$ cat src/hdl/assert_macros.svh
// Assertion macros shared by the shell rotation RTL.
// Expects a clock named clk and an active-low asynchronous reset named arst_n in scope.
`ifndef ASSERT_MACROS_SVH
`define ASSERT_MACROS_SVH

// Property that must hold at every clock edge outside reset.
`define ASSERT_CLK(lbl, prop, msg) \
	lbl: assert property (@(posedge clk) disable iff (!arst_n) prop) \
		else $error(msg);

// Condition that must never be seen outside reset.
`define ASSERT_NEVER(lbl, expr, msg) \
	lbl: assert property (@(posedge clk) disable iff (!arst_n) !(expr)) \
		else $error(msg);

`endif

$ cat src/hdl/csr_pkg.sv
// Types and constants of the Cartesian shell rotation block.
// No dependencies; used by csr_merge and cartesian_shell_rotation.
package csr_pkg;

	// Shell kind carried with each item
	typedef enum logic [1:0] {
		SHELL_S = 2'd0,
		SHELL_P = 2'd1,
		SHELL_D = 2'd2
	} shell_t;

	// Control travelling alongside the lane results
	typedef struct packed {
		logic   vld;
		shell_t cmd;
	} ctl_t;

	// Configuration register indexes
	localparam int unsigned CFG_IDX_W = 2;
	localparam logic [CFG_IDX_W-1:0] REG_ROT_ROW0 = 2'd0;
	localparam logic [CFG_IDX_W-1:0] REG_ROT_ROW1 = 2'd1;
	localparam logic [CFG_IDX_W-1:0] REG_ROT_ROW2 = 2'd2;

	localparam int unsigned NUM_ROWS = 3;
	localparam int unsigned NUM_COEF = 6;

	// Coefficient slot of symmetric matrix element D[k][j]
	localparam int unsigned DMAP [NUM_ROWS][NUM_ROWS] = '{
		'{0, 1, 2},
		'{1, 3, 4},
		'{2, 4, 5}
	};

	// Row and column of each upper-triangle result slot
	localparam int unsigned OUT_I [NUM_COEF] = '{0, 0, 0, 1, 1, 2};
	localparam int unsigned OUT_J [NUM_COEF] = '{0, 1, 2, 1, 2, 2};

endpackage

$ cat src/hdl/csr_merge.sv
// Merge stage: saturates lane results and selects by shell kind into the output register.
// Depends on csr_pkg and assert_macros.svh.
`include "assert_macros.svh"
module csr_merge #(
	parameter int COEF_W = 32,
	parameter int T_W    = 37,
	parameter int U_W    = 42
) (
	input  logic                     clk,
	input  logic                     arst_n,
	input  csr_pkg::ctl_t            ctl,
	input  logic signed [COEF_W-1:0] c0,
	input  logic signed [T_W-1:0]    tcol [3],
	input  logic signed [U_W-1:0]    u [6],
	output logic                     done,
	output logic signed [COEF_W-1:0] res [6]
);
	import csr_pkg::*;

	localparam logic [COEF_W-1:0] SAT_MAX = {1'b0, {(COEF_W-1){1'b1}}};
	localparam logic [COEF_W-1:0] SAT_MIN = {1'b1, {(COEF_W-1){1'b0}}};

	logic                     done_q;
	logic signed [COEF_W-1:0] res_q [NUM_COEF];
	logic signed [COEF_W-1:0] res_d [NUM_COEF];

	function automatic logic [COEF_W-1:0] sat_t(input logic [T_W-1:0] x);
		logic [T_W-COEF_W:0] hi_bits;
		hi_bits = x[T_W-1:COEF_W-1];
		if (&hi_bits || ~|hi_bits)
			return x[COEF_W-1:0];
		return x[T_W-1] ? SAT_MIN : SAT_MAX;
	endfunction

	function automatic logic [COEF_W-1:0] sat_u(input logic [U_W-1:0] x);
		logic [U_W-COEF_W:0] hi_bits;
		hi_bits = x[U_W-1:COEF_W-1];
		if (&hi_bits || ~|hi_bits)
			return x[COEF_W-1:0];
		return x[U_W-1] ? SAT_MIN : SAT_MAX;
	endfunction

	always_comb begin
		for (int k = 0; k < NUM_COEF; k++) begin
			res_d[k] = '0;
		end
		unique case (ctl.cmd)
			SHELL_S: begin
				res_d[0] = c0;
			end
			SHELL_P: begin
				for (int i = 0; i < NUM_ROWS; i++) begin
					res_d[i] = sat_t(tcol[i]);
				end
			end
			SHELL_D: begin
				for (int k = 0; k < NUM_COEF; k++) begin
					res_d[k] = sat_u(u[k]);
				end
			end
			default: ;
		endcase
	end

	always_ff @(posedge clk or negedge arst_n) begin
		if (!arst_n) begin
			done_q <= 1'b0;
		end else begin
			done_q <= ctl.vld;
		end
	end

	always_ff @(posedge clk) begin
		res_q <= res_d;
	end

	assign done = done_q;
	assign res  = res_q;

	`ASSERT_CLK(a_unused_slots_zero, ctl.cmd != SHELL_D |=> res_q[3] == '0 && res_q[4] == '0 && res_q[5] == '0, "unused result slots not zero")

endmodule

$ cat config.mk
export PLATFORM = sky130hd
export DESIGN_NAME = csr_merge
export DESIGN_NICKNAME = d
export VERILOG_FILES = /design/src/hdl/csr_pkg.sv /design/src/hdl/csr_merge.sv
export VERILOG_INCLUDE_DIRS = /design/src /design/src/hdl
export SDC_FILE = /design/constraint.sdc
export NUM_CORES = 1
export LEC_CHECK = 0
export ABC_AREA = 1
export BUFFER_PORTS_ARGS = -buffer_cell sky130_fd_sc_hd__buf_2
export CORE_AREA = 2 2 231 233
export DETAILED_ROUTE_END_ITERATION = 8
export DIE_AREA = 0 0 233 235
export PLACE_DENSITY_LB_ADDON = 0.15
export SLEW_MARGIN = 20
export SYNTH_ARGS = -nofsm -noshare
export SYNTH_HDL_FRONTEND = slang
export SYNTH_SLANG_ARGS = --single-unit
$ cat constraint.sdc
create_clock -name clk -period 0.8 [get_ports clk]
set_input_delay 0.16 -clock clk [delete_from_list [all_inputs] [get_ports clk]]
set_output_delay 0.16 -clock clk [all_outputs]
set_load 0.005 [all_outputs]
After elaboration in Yosys (flattened, before gate mapping)
Cells that the tools add are included.
- bits in registers: 193
- output and inout port bits: 193
- input bits: 400
- word-level logic and storage cells: 93
- muxes and demuxes: 47
- equality and inequality tests: 2
- reductions and logical operators: 37
- operators by type and width (operator ; count):
    32-bit two-way mux ; 27
    64-bit case mux with 2 select lines ; 1
    32-bit case mux with 3 select lines ; 1
    11-bit AND reduction ; 6
    11-bit OR reduction ; 6
    1-bit two-way mux ; 18
    6-bit AND reduction ; 3
    6-bit OR reduction ; 3
    1-bit zero test ; 9
    1-bit logical OR ; 9
    2-bit by 1-bit == test with 1-bit output, second input constant ; 1
    2-bit == test, second input constant ; 1
    2-bit zero test ; 1

Logic depth before layout (Yosys ltp)
Gate-level depths: netlist of the first run.
- depth after elaboration: 7
- gate-level depth with buffers: 10

Worst setup path before layout of the first run
Ideal clock, no wire load.
- path kind: input to register
- start: input port ctl[0] (netlist name)
- end: register res_q, in the netlist res[23]
- stages: 7
- setup slack: -422 ps
- arrival: 1090 ps
- data required time: 668 ps
- cells stage by stage: inv_1 > ha_1 > buf_2 > inv_1 > buf_2 > clkbuf_1 > a21oi_1
- word-level cells in the longest chain between the ends: 1
- RTL lines (item ; RTL line ; RTL):
    start: declaration ; csr_merge.sv:11 ; input csr_pkg::ctl_t ctl,
    2-bit == test ; csr_merge.sv:47 ; unique case (ctl.cmd)
    end signal: assignment ; csr_merge.sv:74 ; res_q <= res_d;
    end: declaration ; csr_merge.sv:24 ; logic signed [COEF_W-1:0] res_q [NUM_COEF];
Every way passes these cells.
A chain may end at the register's enable or synchronous reset.

Final worst setup path of the first run
- start: register done_q, in the netlist done
- end: output port done
- RTL lines (item ; RTL line ; RTL):
    start: declaration ; csr_merge.sv:23 ; logic done_q;
    start signal: assignment ; csr_merge.sv:69 ; done_q <= ctl.vld;
    end: declaration ; csr_merge.sv:15 ; output logic done,
No word-level cell between the ends.

==> metrics.csv, run 1 <==
stage;metric;value;unit
critical_path;Crit. End Element;primary output;
die;die width;233;um
flow_run;Max Cap Viol;0;
clock_network;Root Buffer;clkbuf_16;
timing;fmax;869;MHz
timing;Final TNS setup;-63200;ps
logic_synthesis;YS warnings;0;
power;P_leak;0.00943;uW
logic_synthesis;synthesized instance count;1302;
critical_path;Top delay family on crit path;flip-flops;
timing;minimum clock period;1150;ps
route;iteration count of the initial detailed-routing pass;4;
placement;placed cell areas;13400;sq um
global_routing;number of global-route vias before repair;12200;
clock_network;Clock Tree Buf Depth;2;
critical_path;buffers plus inverters on the worst setup path;1;
placement;Buffers on Ports;592;
timing;final slew viol count;0;
route;Antenna Nets Post-Route;0;
timing;Final Setup Violations;318;
final_layout;cell area after layout;20300;sq um
route;Vias/cell;4.14;
logic_synthesis;largest area contributor in the netlist;dfxtp_1;
route;Initial DRC Count;521;
timing;Final Cycle Share;144;%
critical_path;critical-path cell list;buf_2;
status;failing checks;setup timing;
route;DRC errors left;0;
placement;Final HPWL DP;34200;um
route;total number of vias;12200;
clock_network;Clock transition at path regs;80;ps
logic_synthesis;Post-synth EDFFs;0;
status;outcome;finished with violations;
critical_path;CP max stage cell;dfrtp_1;
timing;final-report hold violation count;0;
critical_path;CP required;640;ps
global_routing;largest net degree at the start of global routing;38;
logic_synthesis;top cell type's share of synthesized area;44.8;%
route;final wirelength;51300;um
timing;final setup margin;-350;ps
die;die area;54800;sq um
min_path;Hold Path Class;in2reg;
clock_network;CTS tree;done;
logic_synthesis;Synth area leaders;dfxtp_1 (45%), nand2_1 (27%), a21oi_1 (13%);
clock_network;H-tree levels;4;
critical_path;CP max FO;1;
power;Power Density;1300;nW/um^2
critical_path;crit start category;flop;
route;post-DR wirelength/cell;17.5;um
logic_synthesis;mean post-synth cell area;6.59;sq um
clock_network;CTS buffer count;17;
placement;Setup WS pre-CTS;-849;ps
power;worst vdd ir;1.59;mV
timing;slew of the pin with the lowest slew margin;282;ps
final_layout;Layout Nets;2638;
die;Cell Rows;84;
global_routing;first-pass GRT wire length;69900;um
final_layout;share of layout cells above drive strength 1;57.7;%
critical_path;CP max stage delay;360;ps
global_routing;initial antenna violation count;7;
clock_network;Clock Sinks;193;
logic_synthesis;Synth Flop Type;dfxtp_1;
final_layout;Area growth, synth to finish;136;%
die;IO Pins;593;
global_routing;Overflow after GRT;0;
timing;Worst slew margin;81.2;%
placement;GP Congestion;0.847;
global_routing;Tot GR Track Use;17.0;%
logic_synthesis;post-synthesis sequential area ratio;45.1;%
logic_synthesis;ys async rst share;0.518;%
logic_synthesis;post-synth net total;1706;
die;initial core utilization;16.4;%
logic_synthesis;Mapped Area;8580;sq um
critical_path;critical path type;reg2out;
logic_synthesis;Yosys reg bits;193;
critical_path;Worst Path Arrival;990;ps
die;Die H;235;um
logic_synthesis;synth unique cells;25;
timing;unrepaired setup endpoints after global routing;yes;
die;core area;52200;sq um
[logic make-up after synthesis]
kind of cell	share of synthesized area (%)
adders and majority gates	0.583
and+or+nand+nor	31.6
AOI/OAI and AO/OA	14.8
buffers and inverters	7.93
DFF	45.1
[registers in the layout, summed over array words and instances (netlist names)]
register,flops
done,1
res,192
[tightest hold or removal path, stage by stage]
cell and delay [ps]:
buf_2 80, nand2_1 40, nand2_1 50, a21oi_1 50
a21oi_1 110
[repair_timing]
action / 4_1_cts / 5_1_grt
cloned: 12 / 23
hold buffers: 271 / 0
setup buffers: 17 / 10
endpoints found under the hold margin: 191 / 0
pin swaps: 20 / 175
gates resized for setup: 174 / 604
setup endpoints to repair: 296 / 379
[stage by stage]
| stage | total power (uW) | hold slack, ps | std cells | util (%) |
|---|---|---|---|---|
| final | 26300 | 29.1 | 2940 | 38.8 |
| after global routing | 27600 | 24.8 | 2938 | 38.8 |
| after CTS | 25700 | 0.267 | 2911 | 34.0 |
| after detailed placement | 14700 | -59.6 | 2579 | 25.6 |
| after global placement | 14700 | -64.2 | 2579 | 25.6 |
| after floorplan | 12100 | -136 | 1302 | - |
[cell usage in the layout, fill, tap and decap left out, drive strengths merged, types with 2 or more instances in the layout]
cell type    netlist  routed
buf               59     719
nor2              44      44
dfxtp            192     192
clkinv             0       6
nand3b             5       5
a21oi            219     219
nand3             21      21
dlygate4sd3        0     271
nand4              2       2
nand2            618     619
ha                 4       4
nor3              11      11
inv               57      66
o21ai             31      31
diode              0       5
clkbuf            35      33
[where the power goes]
part,switching (uW),internal (uW)
clock network,5020,4350
registers,208,10200
logic,2940,3630
[path summary, 6_finish.rpt]
check,from,endpoint,slack [ps],depth (start not counted)
worst max-delay path,done,done,-350,1
min in group asynchronous,arst_n,done,480,3
worst min-delay path,tcol[89],res[175],30,5
max in group asynchronous,arst_n,done,220,3
[synthesized netlist by cell type, types with 2 or more instances]
cell type,n
nor3_1,11
buf_6,3
nand3b_1,5
buf_2,40
o21ai_0,26
dfxtp_1,192
nor2_1,43
nand4_1,2
buf_4,11
nand3_1,20
clkbuf_1,35
inv_1,56
buf_1,5
nand2_1,617
ha_1,4
o21ai_1,5
a21oi_1,219
[cell type report]
cell class | instances | area, sq um
multi-input combinational | 959 | 6010
timing repair buffer | 1006 | 8510
clock buffer | 17 | 425
clock inverter | 15 | 200
antenna | 5 | 12.5
inverter | 57 | 249
sequential | 193 | 3990
fill | 5368 | 32000
tap | 688 | 861
[metal layers]
| metal | GRT usage [%] | wire, um | up-vias |
|---|---|---|---|
| li1 | - | - | 5970 |
| met1 | 18.1 | 19400 | 5646 |
| met2 | 30.2 | 25900 | 476 |
| met3 | 5.70 | 4030 | 87 |
| met4 | 7.35 | 1920 | 4 |
| met5 | 0 | 22 | - |
(Power assumes the default switching activity.)
==> run 2: changes to the inputs <==
--- a/config.mk
+++ b/config.mk
@@ -16,3 +16,4 @@
 export SYNTH_ARGS = -nofsm -noshare
 export SYNTH_HDL_FRONTEND = slang
 export SYNTH_SLANG_ARGS = --single-unit
+export TNS_END_PERCENT = 5
==> constraint.sdc (replaced) <==
create_clock -name clk -period 0.93 [get_ports clk]
set_input_delay 0.186 -clock clk [delete_from_list [all_inputs] [get_ports clk]]
set_output_delay 0.186 -clock clk [all_outputs]
set_load 0.005 [all_outputs]
==> metrics.csv, run 2 (same netlist as run 1, synthesis figures left out) <==
stage;metric;value;unit;change
placement;Final HPWL DP;33500;um;-2.1%
final_layout;most frequent cells in the layout;nand2_1 (610), buf_2 (539), a21oi_1 (211);;
route;Vias/cell;4.01;;-3.1%
die;Die H;235;um;unchanged
global_routing;GR Util met1;17.4;%;-0.63 points
global_routing;largest net degree at the start of global routing;41;;+7.9%
timing;final setup margin;-228;ps;+122 ps
die;die width;233;um;unchanged
route;iteration count of the initial detailed-routing pass;4;;unchanged
critical_path;crit start category;flop;;
clock_network;Clock transition at path regs;80;ps;about the same
critical_path;Crit. End Element;primary output;;
die;Cell Rows;84;;unchanged
clock_network;Clock Tree Buf Depth;2;;unchanged
critical_path;critical path type;reg2out;;
timing;fmax;864;MHz;
final_layout;max reg flops;192;;unchanged
timing;Final Setup Violations;193;;-39%
timing;final-report hold violation count;0;;unchanged
placement;Setup WS pre-CTS;-559;ps;+291 ps
route;Initial DRC Count;511;;-1.9%
critical_path;CP max stage delay;360;ps;about the same
timing;Final Hold Slack;51.7;ps;+22.6 ps
global_routing;Overflow after GRT;0;;unchanged
critical_path;CP max stage cell;dfrtp_1;;
route;total number of vias;11300;;-7.1%
global_routing;GR peak layer;met2;;
clock_network;CTS buffer count;17;;unchanged
timing;final slew viol count;0;;unchanged
final_layout;Layout fillers;5739;;+6.9%
timing;Worst slew margin;73.4;%;-7.7 points
die;core area;52200;sq um;unchanged
timing;slew of the pin with the lowest slew margin;398;ps;+117 ps
final_layout;final core occ;31.0;%;-7.7 points
route;DRC errors left;0;;unchanged
die;initial core utilization;16.4;%;unchanged
global_routing;first-pass GRT wire length;66000;um;-5.6%
critical_path;CP max FO;1;;unchanged
placement;placed cell areas;13100;sq um;-2.2%
critical_path;buffers plus inverters on the worst setup path;1;;unchanged
clock_network;Clock Sinks;193;;unchanged
placement;Buffers on Ports;592;;unchanged
status;outcome;finished with violations;;
critical_path;CP required;740;ps;+100 ps
die;die area;54800;sq um;unchanged
final_layout;share of layout cells above drive strength 1;38.4;%;-19 points
timing;unrepaired setup endpoints after global routing;yes;;
critical_path;critical-path cell list;buf_2;;
status;failing checks;setup timing;;
global_routing;number of global-route vias before repair;11700;;-4.4%
critical_path;Worst Path Arrival;970;ps;-20 ps
final_layout;Area growth, synth to finish;89.0;%;
clock_network;H-tree levels;4;;unchanged
flow_run;Max Cap Viol;0;;unchanged
critical_path;Crit. Startpoint;done;;
timing;Final Cycle Share;125;%;
min_path;Hold Path Class;in2reg;;
final_layout;Layout Nets;2520;;-4.5%
critical_path;Top delay family on crit path;flip-flops;;
die;IO Pins;593;;unchanged
global_routing;initial antenna violation count;6;;-1
clock_network;Root Buffer;clkbuf_16;;
global_routing;grt met3 use;5.18;%;-0.52 points
global_routing;Tot GR Track Use;15.9;%;-1.1 points
final_layout;commonest non-fill, non-tap cell in the layout;nand2_1;;
power;P_leak;0.00789;uW;-16%
route;post-DR wirelength/cell;15.8;um;-9.8%
clock_network;CTS tree;done;;
route;Antenna Nets Post-Route;0;;unchanged
placement;GP Congestion;0.814;;-3.9%
route;final wirelength;44400;um;-13%
global_routing;met2 usage;28.4;%;-1.8 points
power;worst vdd ir;1.34;mV;-16%
power;total power;20600;uW;-22%
min_path;Hold Path Origin;tcol[58];;
timing;minimum clock period;1160;ps;
power;Power Density;1270;nW/um^2;-2.4%
final_layout;cell area after layout;16200;sq um;-20%
## run 2: stage by stage
stage / TNS (ps) / cells
floorplan: -23370 / 1302
global placement: -76630 / 2576
detailed placement: -78320 / 2576
CTS: -43290 / 2816
global route: -44640 / 2818
finish: -31480 / 2820
## run 2: repair_timing
action,CTS,global route
endpoints found under the setup margin,194,294
resized for setup,64,85
setup buffers,0,0
hold buffers,209,0
pin swaps,0,2
hold endpoints to repair,173,0
## run 2: path summary, 6_finish.rpt
path / end / slack, ps / depth (start not counted)
setup / recovery: done / -230 / 1
hold / removal: res[149] / 50 / 5
max in group asynchronous: done / 270 / 3
min in group asynchronous: done / 550 / 3
## run 2: cell type report
type                       instances  area (sq um)  share of cell area, %
sequential                       193          3950                   24.4
clock inverter                    13           119                  0.733
antenna                            4          10.0                 0.0617
multi-input combinational        958          4160                   25.7
clock buffer                      18           439                   2.71
tap                              688           861                   5.31
timing repair buffer             889          6450                   39.7
inverter                          57           226                   1.40
## run 2: routing by layer
| layer | wire length [um] | vias up | part of all wire [%] |
|---|---|---|---|
| li1 | - | 5710 | - |
| met1 | 17700 | 5103 | 40 |
| met2 | 22000 | 449 | 49 |
| met3 | 3650 | 55 | 8.2 |
| met4 | 1060 | 2 | 2.4 |
| met5 | 13 | - | 0.029 |
## run 2: report_power, final
part	total [uW]	internal [uW]	switching, uW
logic	4280	2340	1940
registers	8900	8750	153
clock network	7400	3570	3830
